File: config.mk
export PLATFORM = sky130hd
export DESIGN_NAME = priority_mode_switch_qualifier_unit_flat
export DESIGN_NICKNAME = d
export VERILOG_FILES = /design/src/rtl/pmsq_pkg.sv /design/src/rtl/pmsq_if.sv /design/src/rtl/pmsq_cfg_regs.sv /design/src/rtl/pmsq_mode_qual.sv /design/src/rtl/pmsq_button_qual.sv /design/src/rtl/priority_mode_switch_qualifier_unit.sv /design/src/flat_wrapper.sv
export SDC_FILE = /design/constraint.sdc
export NUM_CORES = 1
export LEC_CHECK = 0
export BUFFER_PORTS_ARGS = -buffer_cell sky130_fd_sc_hd__buf_2
export CAP_MARGIN = 20
export CELL_PAD_IN_SITES_DETAIL_PLACEMENT = 0
export CELL_PAD_IN_SITES_GLOBAL_PLACEMENT = 2
export CORE_MARGIN = 2
export CORE_UTILIZATION = 34
export CTS_BUF_LIST = sky130_fd_sc_hd__clkbuf_16
export CTS_CLUSTER_DIAMETER = 40
export DETAILED_ROUTE_END_ITERATION = 16
export PLACE_DENSITY_LB_ADDON = 0.1
export SYNTH_ARGS = -nofsm -noshare
export SYNTH_HDL_FRONTEND = slang
export SYNTH_SLANG_ARGS = --single-unit
File: constraint.sdc
create_clock -name clk_i -period 3.71 [get_ports clk_i]
set_input_delay 0.1855 -clock clk_i [delete_from_list [all_inputs] [get_ports clk_i]]
set_output_delay 0.1855 -clock clk_i [all_outputs]
set_load 0.005 [all_outputs]
File: src/rtl/pmsq_pkg.sv
// ----------------------------------------------------------------------------
// pmsq_pkg
// Shared types and constants for the priority mode switch qualifier.
// ----------------------------------------------------------------------------
`default_nettype none

package pmsq_pkg;

  // Width of the hold counters (4 to 32)
  localparam int unsigned COUNT_WIDTH = 16;
  // Width of the hold thresholds in the register file
  localparam int unsigned THR_W       = 16;
  // Common width for count vs threshold compares
  localparam int unsigned CMP_W       = (COUNT_WIDTH > THR_W) ? COUNT_WIDTH : THR_W;

  // APB side
  localparam int unsigned DATA_W      = 32;
  localparam int unsigned ADDR_W      = 4;
  localparam int unsigned IDX_W       = 2;

  // Register indexes (byte address = 4 * index)
  typedef enum logic [IDX_W-1:0] {
    REG_MODE_HOLD   = 2'd0,
    REG_ESTOP_HOLD  = 2'd1,
    REG_BUTTON_HOLD = 2'd2
  } reg_idx_e;

  // Register reset values
  localparam logic [THR_W-1:0] MODE_HOLD_RST   = THR_W'(150);
  localparam logic [THR_W-1:0] ESTOP_HOLD_RST  = THR_W'(7);
  localparam logic [THR_W-1:0] BUTTON_HOLD_RST = THR_W'(15);

  typedef enum logic [2:0] {
    MODE_NONE    = 3'd0,
    MODE_ESTOP   = 3'd1,
    MODE_AUTO    = 3'd2,
    MODE_REMOTE  = 3'd3,
    MODE_STOPPED = 3'd4
  } mode_e;

  typedef logic [COUNT_WIDTH-1:0] count_t;

  // Thresholds handed from the register file to the qualifiers
  typedef struct packed {
    logic [THR_W-1:0] mode_hold;
    logic [THR_W-1:0] estop_hold;
    logic [THR_W-1:0] button_hold;
  } cfg_t;

  // Saturating increment
  function automatic count_t bump(input count_t c);
    bump = (c == '1) ? c : c + count_t'(1);
  endfunction

  // count >= threshold, both zero-extended to a common width
  function automatic logic reached(input count_t c, input logic [THR_W-1:0] thr);
    reached = (CMP_W'(c) >= CMP_W'(thr));
  endfunction

endpackage

`default_nettype wire

File: src/rtl/pmsq_if.sv
// ----------------------------------------------------------------------------
// pmsq_req_if / pmsq_rsp_if
// Valid/ready channels carrying pin samples in and qualified state out.
// ----------------------------------------------------------------------------
`default_nettype none

interface pmsq_req_if;
  logic valid;
  logic ready;
  logic estop_level;
  logic auto_switch_level;
  logic remote_switch_level;
  logic button_level;

  modport source (
    output valid, estop_level, auto_switch_level, remote_switch_level, button_level,
    input  ready
  );
  modport sink (
    input  valid, estop_level, auto_switch_level, remote_switch_level, button_level,
    output ready
  );
endinterface

interface pmsq_rsp_if;
  logic       valid;
  logic       ready;
  logic [2:0] mode;
  logic       button_flag;
  logic       button_toggled;

  modport source (
    output valid, mode, button_flag, button_toggled,
    input  ready
  );
  modport sink (
    input  valid, mode, button_flag, button_toggled,
    output ready
  );
endinterface

`default_nettype wire

File: src/rtl/pmsq_cfg_regs.sv
// ----------------------------------------------------------------------------
// pmsq_cfg_regs
// APB register file holding the three hold thresholds.
// ----------------------------------------------------------------------------
`default_nettype none

module pmsq_cfg_regs (
  input  wire                         clk_i,
  input  wire                         rst_ni,
  input  wire                         psel,
  input  wire                         penable,
  input  wire                         pwrite,
  input  wire  [pmsq_pkg::ADDR_W-1:0] paddr,
  input  wire  [pmsq_pkg::DATA_W-1:0] pwdata,
  output logic [pmsq_pkg::DATA_W-1:0] prdata,
  output logic                        pready,
  output pmsq_pkg::cfg_t              cfg_o
);
  import pmsq_pkg::*;

  cfg_t     cfg_q;
  logic     wr_en;
  reg_idx_e idx;

  assign pready = 1'b1;
  assign wr_en  = psel && penable && pwrite;
  assign idx    = reg_idx_e'(paddr[IDX_W+1:2]);

  always_ff @(posedge clk_i or negedge rst_ni) begin
    if (!rst_ni) begin
      cfg_q.mode_hold   <= MODE_HOLD_RST;
      cfg_q.estop_hold  <= ESTOP_HOLD_RST;
      cfg_q.button_hold <= BUTTON_HOLD_RST;
    end else if (wr_en) begin
      unique case (idx)
        REG_MODE_HOLD:   cfg_q.mode_hold   <= pwdata[THR_W-1:0];
        REG_ESTOP_HOLD:  cfg_q.estop_hold  <= pwdata[THR_W-1:0];
        REG_BUTTON_HOLD: cfg_q.button_hold <= pwdata[THR_W-1:0];
        default: ;  // unmapped, dropped
      endcase
    end
  end

  always_comb begin
    unique case (idx)
      REG_MODE_HOLD:   prdata = DATA_W'(cfg_q.mode_hold);
      REG_ESTOP_HOLD:  prdata = DATA_W'(cfg_q.estop_hold);
      REG_BUTTON_HOLD: prdata = DATA_W'(cfg_q.button_hold);
      default:         prdata = '0;
    endcase
  end

  assign cfg_o = cfg_q;

endmodule

`default_nettype wire

File: src/rtl/pmsq_mode_qual.sv
// ----------------------------------------------------------------------------
// pmsq_mode_qual
// Priority qualifier for estop / auto / remote / idle with hold counters.
// ----------------------------------------------------------------------------
`default_nettype none

module pmsq_mode_qual (
  input  wire                  clk_i,
  input  wire                  rst_ni,
  input  wire                  step_i,
  input  wire                  estop_i,
  input  wire                  auto_sel_i,
  input  wire                  remote_sel_i,
  input  wire [pmsq_pkg::THR_W-1:0] mode_hold_i,
  input  wire [pmsq_pkg::THR_W-1:0] estop_hold_i,
  output pmsq_pkg::mode_e      mode_next_o
);
  import pmsq_pkg::*;

  count_t estop_cnt_q, estop_cnt_d;
  count_t auto_cnt_q, auto_cnt_d;
  count_t remote_cnt_q, remote_cnt_d;
  count_t idle_cnt_q, idle_cnt_d;
  mode_e  mode_q, mode_d;
  logic   qual;
  mode_e  winner;

  always_comb begin
    estop_cnt_d  = estop_cnt_q;
    auto_cnt_d   = auto_cnt_q;
    remote_cnt_d = remote_cnt_q;
    idle_cnt_d   = idle_cnt_q;
    mode_d       = mode_q;
    qual         = 1'b0;
    winner       = MODE_STOPPED;

    if (estop_i) begin
      estop_cnt_d = bump(estop_cnt_q);
      qual        = reached(estop_cnt_d, estop_hold_i);
      winner      = MODE_ESTOP;
    end else if (auto_sel_i) begin
      auto_cnt_d  = bump(auto_cnt_q);
      qual        = reached(auto_cnt_d, mode_hold_i);
      winner      = MODE_AUTO;
    end else if (remote_sel_i) begin
      remote_cnt_d = bump(remote_cnt_q);
      qual         = reached(remote_cnt_d, mode_hold_i);
      winner       = MODE_REMOTE;
    end else begin
      idle_cnt_d  = bump(idle_cnt_q);
      qual        = reached(idle_cnt_d, mode_hold_i);
    end

    if (qual) begin
      mode_d       = winner;
      auto_cnt_d   = '0;
      remote_cnt_d = '0;
      idle_cnt_d   = '0;
      // estop counter keeps saturating while estop wins
      if (winner != MODE_ESTOP) begin
        estop_cnt_d = '0;
      end
    end
  end

  always_ff @(posedge clk_i or negedge rst_ni) begin
    if (!rst_ni) begin
      estop_cnt_q  <= '0;
      auto_cnt_q   <= '0;
      remote_cnt_q <= '0;
      idle_cnt_q   <= '0;
      mode_q       <= MODE_NONE;
    end else if (step_i) begin
      estop_cnt_q  <= estop_cnt_d;
      auto_cnt_q   <= auto_cnt_d;
      remote_cnt_q <= remote_cnt_d;
      idle_cnt_q   <= idle_cnt_d;
      mode_q       <= mode_d;
    end
  end

  assign mode_next_o = mode_d;

  // once a mode is latched, it never falls back to "none"
  a_mode_sticky: assert property (@(posedge clk_i) disable iff (!rst_ni)
    (mode_q != MODE_NONE) |=> (mode_q != MODE_NONE))
    else $error("mode returned to none");

  // a mode change always clears the non-estop counters
  a_qual_clears: assert property (@(posedge clk_i) disable iff (!rst_ni)
    (step_i && (mode_d != mode_q)) |=> (auto_cnt_q == '0 && remote_cnt_q == '0
                                        && idle_cnt_q == '0))
    else $error("counters not cleared on mode change");

endmodule

`default_nettype wire

File: src/rtl/pmsq_button_qual.sv
// ----------------------------------------------------------------------------
// pmsq_button_qual
// Press-and-hold toggle for the push button, re-armed on release.
// ----------------------------------------------------------------------------
`default_nettype none

module pmsq_button_qual (
  input  wire                       clk_i,
  input  wire                       rst_ni,
  input  wire                       step_i,
  input  wire                       pressed_i,
  input  wire [pmsq_pkg::THR_W-1:0] hold_i,
  output logic                      flag_next_o,
  output logic                      toggled_o
);
  import pmsq_pkg::*;

  count_t cnt_q, cnt_d;
  logic   armed_off_q, armed_off_d;
  logic   latch_q, latch_d;
  count_t cnt_inc;

  assign cnt_inc = bump(cnt_q);

  always_comb begin
    cnt_d       = cnt_q;
    armed_off_d = armed_off_q;
    latch_d     = latch_q;
    toggled_o   = 1'b0;
    if (pressed_i) begin
      if (!armed_off_q) begin
        cnt_d = cnt_inc;
        if (reached(cnt_inc, hold_i)) begin
          latch_d     = ~latch_q;
          armed_off_d = 1'b1;
          cnt_d       = '0;
          toggled_o   = 1'b1;
        end
      end
    end else begin
      armed_off_d = 1'b0;
      cnt_d       = '0;
    end
  end

  always_ff @(posedge clk_i or negedge rst_ni) begin
    if (!rst_ni) begin
      cnt_q       <= '0;
      armed_off_q <= 1'b0;
      latch_q     <= 1'b0;
    end else if (step_i) begin
      cnt_q       <= cnt_d;
      armed_off_q <= armed_off_d;
      latch_q     <= latch_d;
    end
  end

  assign flag_next_o = latch_d;

endmodule

`default_nettype wire

File: src/rtl/priority_mode_switch_qualifier_unit.sv
// ----------------------------------------------------------------------------
// priority_mode_switch_qualifier_unit
// Debounces estop, two mode switches and a push button with hold counters.
// ----------------------------------------------------------------------------
//
//  channel   dir  handshake           payload
//  -------   ---  ------------------  -----------------------------------------
//  req_i     in   valid/ready         estop, auto/remote switch, button levels
//  rsp_o     out  valid/ready         mode, button_flag, button_toggled
//  APB       in   psel/penable/pready three 16-bit hold thresholds
//
//  One request per clock, sustained while rsp_o is not stalled. A request
//  is captured in the input register, and its result is then written to the
//  output register once that is free. The counters update as it is loaded.
//  Reset (rst_ni low, async) clears all counters, mode and button state and
//  loads the default thresholds. A stalled output holds the input register,
//  which drops req_i.ready only when both stages are full.
//
`default_nettype none

module priority_mode_switch_qualifier_unit (
  input  wire                         clk_i,
  input  wire                         rst_ni,
  // config
  input  wire                         psel,
  input  wire                         penable,
  input  wire                         pwrite,
  input  wire  [pmsq_pkg::ADDR_W-1:0] paddr,
  input  wire  [pmsq_pkg::DATA_W-1:0] pwdata,
  output logic [pmsq_pkg::DATA_W-1:0] prdata,
  output logic                        pready,
  // channels
  pmsq_req_if.sink                    req_i,
  pmsq_rsp_if.source                  rsp_o
);
  import pmsq_pkg::*;

  cfg_t  cfg;

  // input stage
  logic  in_vld_q;
  logic  estop_q, auto_lvl_q, remote_lvl_q, button_lvl_q;
  // output stage
  logic  out_vld_q;
  mode_e out_mode_q;
  logic  out_flag_q, out_tgl_q;

  logic  out_free, step, accept;
  mode_e mode_next;
  logic  flag_next, toggled;

  // advance when the output register is empty or being drained
  assign out_free    = !out_vld_q || rsp_o.ready;
  assign step        = in_vld_q && out_free;
  assign req_i.ready = !in_vld_q || out_free;
  assign accept      = req_i.valid && req_i.ready;

  pmsq_cfg_regs u_cfg (
    .clk_i   (clk_i),
    .rst_ni  (rst_ni),
    .psel    (psel),
    .penable (penable),
    .pwrite  (pwrite),
    .paddr   (paddr),
    .pwdata  (pwdata),
    .prdata  (prdata),
    .pready  (pready),
    .cfg_o   (cfg)
  );

  // switch levels are active low, estop active high
  pmsq_mode_qual u_mode (
    .clk_i        (clk_i),
    .rst_ni       (rst_ni),
    .step_i       (step),
    .estop_i      (estop_q),
    .auto_sel_i   (!auto_lvl_q),
    .remote_sel_i (!remote_lvl_q),
    .mode_hold_i  (cfg.mode_hold),
    .estop_hold_i (cfg.estop_hold),
    .mode_next_o  (mode_next)
  );

  pmsq_button_qual u_button (
    .clk_i       (clk_i),
    .rst_ni      (rst_ni),
    .step_i      (step),
    .pressed_i   (!button_lvl_q),
    .hold_i      (cfg.button_hold),
    .flag_next_o (flag_next),
    .toggled_o   (toggled)
  );

  // input register
  always_ff @(posedge clk_i or negedge rst_ni) begin
    if (!rst_ni) begin
      in_vld_q <= 1'b0;
    end else if (accept) begin
      in_vld_q <= 1'b1;
    end else if (step) begin
      in_vld_q <= 1'b0;
    end
  end

  always_ff @(posedge clk_i) begin
    if (accept) begin
      estop_q      <= req_i.estop_level;
      auto_lvl_q   <= req_i.auto_switch_level;
      remote_lvl_q <= req_i.remote_switch_level;
      button_lvl_q <= req_i.button_level;
    end
  end

  // result register
  always_ff @(posedge clk_i or negedge rst_ni) begin
    if (!rst_ni) begin
      out_vld_q <= 1'b0;
    end else if (step) begin
      out_vld_q <= 1'b1;
    end else if (rsp_o.ready) begin
      out_vld_q <= 1'b0;
    end
  end

  always_ff @(posedge clk_i) begin
    if (step) begin
      out_mode_q <= mode_next;
      out_flag_q <= flag_next;
      out_tgl_q  <= toggled;
    end
  end

  assign rsp_o.valid          = out_vld_q;
  assign rsp_o.mode           = out_mode_q;
  assign rsp_o.button_flag    = out_flag_q;
  assign rsp_o.button_toggled = out_tgl_q;

  // every processed request produces a result next cycle
  a_step_result: assert property (@(posedge clk_i) disable iff (!rst_ni)
    step |=> out_vld_q)
    else $error("processed request produced no result");

  // an empty input stage never backpressures
  a_ready_empty: assert property (@(posedge clk_i) disable iff (!rst_ni)
    !in_vld_q |-> req_i.ready)
    else $error("ready low with empty input stage");

  // delivered mode stays in the legal range
  a_mode_range: assert property (@(posedge clk_i) disable iff (!rst_ni)
    out_vld_q |-> (out_mode_q <= MODE_STOPPED))
    else $error("illegal mode code delivered");

  // a toggle result flips the flag relative to the previous processed request
  a_toggle_flip: assert property (@(posedge clk_i) disable iff (!rst_ni)
    (step && toggled) |-> (flag_next != u_button.latch_q))
    else $error("toggle without flag change");

endmodule

`default_nettype wire
File: src/flat_wrapper.sv
// flat-port wrapper written by rule: the top's interface ports become plain ports
module priority_mode_switch_qualifier_unit_flat import pmsq_pkg::*;
  (clk_i, rst_ni, psel, penable, pwrite, paddr, pwdata, prdata, pready, req_i_valid, req_i_estop_level, req_i_auto_switch_level, req_i_remote_switch_level, req_i_button_level, req_i_ready, rsp_o_valid, rsp_o_mode, rsp_o_button_flag, rsp_o_button_toggled, rsp_o_ready);
  pmsq_req_if req_i_i ();
  pmsq_rsp_if rsp_o_i ();
  input  wire clk_i;
  input  wire rst_ni;
  input  wire psel;
  input  wire penable;
  input  wire pwrite;
  input  wire  [pmsq_pkg::ADDR_W-1:0] paddr;
  input  wire  [pmsq_pkg::DATA_W-1:0] pwdata;
  output logic [pmsq_pkg::DATA_W-1:0] prdata;
  output logic pready;
  input wire logic [$bits(req_i_i.valid)-1:0] req_i_valid;
  input wire logic [$bits(req_i_i.estop_level)-1:0] req_i_estop_level;
  input wire logic [$bits(req_i_i.auto_switch_level)-1:0] req_i_auto_switch_level;
  input wire logic [$bits(req_i_i.remote_switch_level)-1:0] req_i_remote_switch_level;
  input wire logic [$bits(req_i_i.button_level)-1:0] req_i_button_level;
  output wire logic [$bits(req_i_i.ready)-1:0] req_i_ready;
  output wire logic [$bits(rsp_o_i.valid)-1:0] rsp_o_valid;
  output wire logic [$bits(rsp_o_i.mode)-1:0] rsp_o_mode;
  output wire logic [$bits(rsp_o_i.button_flag)-1:0] rsp_o_button_flag;
  output wire logic [$bits(rsp_o_i.button_toggled)-1:0] rsp_o_button_toggled;
  input wire logic [$bits(rsp_o_i.ready)-1:0] rsp_o_ready;
  assign req_i_i.valid = req_i_valid;
  assign req_i_i.estop_level = req_i_estop_level;
  assign req_i_i.auto_switch_level = req_i_auto_switch_level;
  assign req_i_i.remote_switch_level = req_i_remote_switch_level;
  assign req_i_i.button_level = req_i_button_level;
  assign req_i_ready = req_i_i.ready;
  assign rsp_o_valid = rsp_o_i.valid;
  assign rsp_o_mode = rsp_o_i.mode;
  assign rsp_o_button_flag = rsp_o_i.button_flag;
  assign rsp_o_button_toggled = rsp_o_i.button_toggled;
  assign rsp_o_i.ready = rsp_o_ready;
  priority_mode_switch_qualifier_unit u_core (.clk_i(clk_i), .rst_ni(rst_ni), .psel(psel), .penable(penable), .pwrite(pwrite), .paddr(paddr), .pwdata(pwdata), .prdata(prdata), .pready(pready), .req_i(req_i_i), .rsp_o(rsp_o_i));
endmodule
==> results.md <==
* Status: finished, violations left
* Failing checks: negative setup slack
* Layout cells sized above 1 at between 30% and 40%
* Crit path DAT at around 4200 ps
* Die area at just over 30,000 um^2
* CP Class: register to register
* Htree depth at 4
* WP data required at 4020 ps
* Final core utilization at between 40 and 50%
* Most frequent cells after synthesis: nand2_1 (127), dfrtp_1 (124), ha_1 (85)
* # IOs at 87
* Layout Skew at 13.70 ps
* DP Area at 11,920 um^2
* Hold Path Class: primary input to register
* Vias at 8,935
* Clock Root Buffer: clkbuf_16
* FF-to-FF setup slack at -200 ps
* DRC at 0
* Post-Syn Area per Cell at 9.188 um^2
* Post-synth top area share at 31.50%
* Post-route worst setup slack at -195.2 ps
* Initial Utilization at 34.41%
* Fin nets at 1,465
* Post-synthesis sequential area ratio at roughly 37%
* GR Overflow Total at 0
* Power Density at 396.9 nW/um^2
* Setup TNS Final at -4955 ps
* Die height at 174.2 um
* Pin count of the biggest net entering global routing at slightly above 70
* Core ar. at around 29,000 um^2
* Leakage at 6.600 nW
* N_diodes at 0
* Post-synth ARST share at 93.75%
* Reg2reg path depth at 18
* Worst-Margin Slew at 1069 ps
* ANT nets after route at 0
* First-pass GRT wire length at 49,420 um
* Netlist cell types at 78
* Critical Path End Type: register
* Minimum clock period at 3905 ps
* Final worst path period share at 105.3%
* Min-delay src: pwdata[13]
* CTS tree: yes
* Finish-stage setup viols at 64
* Dpl hpwl at 23,380 um
* Num CTS Buffers at 17
* Biggest area consumer among synthesized cells: dfrtp_1
* Final hold vios at 0
* Post-synth EDFFs at 9
* DRT Pass-1 Iters at 5
* CP Max Fanout at 7
* Yosys reg bits at between 100 and 150
* RSZ-0062 raised after global routing: true
* Post-Layout Inst Area at 13,990 um^2
* Max_cap viols at 0
* Area added between synthesis and finish at 42.07%
* Gpl congestion at 0.7994
* GRT Util Overall at 21.01%
* Crit path from: u_core.u_mode.idle_cnt_q[7]
* Post-Syn Area at around 9800 um^2
* Vias in the first global route at 8,696
* Die width at 174.2 um
* WL/cell at 18.79 um
* Synth top area cells: dfrtp_1 (32%), ha_1 (11%), nand2_1 (4.8%)
* Final wirelength at 32,500 um
* Max Clk Rate at between 200 and 300 MHz
* IO buf count at 51
* Warnings from Yosys at 0
* Clock transition at path regs at 70 ps
* Max transition margin at between 20 and 30%
* Cells on Worst Hold Path at 3
* Leading register cell type out of synthesis: dfrtp_1
* Reg-to-reg startpoint: u_core.u_mode.idle_cnt_q[7]
* Non-filler cells, final at 1,730
* Post-DR vias/cell at a little over 5
* Initial antenna violation count at 0
* Skew-Pair Late Insertion Delay at 430 ps
* Row count at 62
* Starting DRT DRC Count at around 500
* Top-count cell post-synth: nand2_1
* Max-slew violations at 0
* Dpl ws at -191.2 ps
* Worst Setup Start Kind: register
* Synth Instances at 1,072
* Dpl cells at ~1,700
* Peak ir drop on the vdd network at about 0.34 mV
* Sinks on Clock Net at approximately 140
* Clk buf depth at 2
[metal layers]
metal | track usage [%] | up-vias | part of all wire, % | wire, um
met5 | 0 | - | 0 | 0
met4 | 4.272 | 0 | 1.1 | 370
met3 | 2.887 | 22 | 2.0 | 662
met2 | 33.30 | 109 | 46 | 14840
met1 | 30.54 | 4410 | 51 | 16630
li1 | - | 4394 | - | -
[through the flow]
step | total power, mW | hold WS [ps]
after floorplan | 2.843 | -110.1
after global placement | 3.476 | 257.5
after detailed placement | 3.501 | 254.7
after CTS | 5.358 | 5.693
after global routing | 5.877 | 18.71
final | 5.553 | 18.31
[report_power, final]
part | total [mW] | internal [mW] | switching, mW
logic | 1.79 | 0.851 | 0.943
registers | 1.98 | 1.81 | 0.164
clock network | 1.78 | 1.04 | 0.739
total | 5.55 | 3.71 | 1.85
[area by class of cell]
cell class	count	area, um^2
Sequential cell	144	3662
Multi-Input combinational cell	825	6703
Clock buffer	17	425.4
Fill cell	2682	14630
Timing Repair Buffer	278	2318
Clock inverter	15	152.6
Tap cell	384	480.5
Inverter	67	251.5
[logic make-up after synthesis]
logic type | after synthesis | synth area share, %
other cells | 2 | 0.07625
simple gates | 364 | 18.42
xor+xnor | 48 | 4.268
compound gates | 269 | 19.26
mux | 41 | 4.472
flops | 144 | 37.18
fa+ha+maj | 85 | 10.80
buf+inv | 119 | 5.526
[state kept, by name, indices dropped and copies added (netlist names), 3 cells and up]
name                        flops
u_core.u_mode.auto_cnt_q       16
u_core.u_mode.idle_cnt_q       16
u_core.u_mode.mode_q            3
u_core.u_mode.remote_cnt_q     16
u_core.u_mode.estop_cnt_q      16
u_core.rsp_o.mode               3
u_core.u_button.cnt_q          16
u_core.u_cfg.cfg_o             48
[critical path, cell delays in order (launching register included)]
cell	delay, ps
dfrtp_1	360
nand4_1	220
nor4_4	310
nand2_2	110
nor3_4	180
buf_6	150
buf_6	120
nor3_4	40
xnor2_2	140
ha_1	280
and4_4	220
o211ai_1	80
or4_4	440
o2111ai_4	210
a2111oi_4	130
buf_6	170
buf_12	130
a211o_1	260
a22o_1	210
[placed cells by master (no fill, tap or decap), drive strengths merged, types with 24 or more instances in the layout]
master,netlist,routed
a21oi,43,43
a22o,47,47
buf,32,266
dfrtp,124,124
ha,85,85
inv,67,70
mux2,24,24
nand2,130,130
nand3,48,49
nor2,56,56
nor3,24,24
o21ai,76,76
xnor2,29,29
[repair_timing]
| action | CTS | global route |
|---|---|---|
| gates cloned | 1 | 6 |
| endpoints found under the hold margin | 71 | 0 |
| setup endpoints to repair | 90 | 90 |
| buffers inserted | 8 | 21 |
| hold buffers | 8 | 0 |
| pin swaps | 19 | 74 |
| gates resized for setup | 50 | 146 |
[final timing paths]
check,to
max,u_core.u_mode.remote_cnt_q[4]
min,u_core.u_cfg.cfg_o[13]
max reg2reg,u_core.u_mode.remote_cnt_q[4]
min reg2reg,u_core.u_mode.mode_q[0]
max in group asynchronous,u_core.u_cfg.cfg_o[18]
min in group asynchronous,u_core.u_mode.idle_cnt_q[8]
No activity file was read; power rests on OpenSTA's default activity.
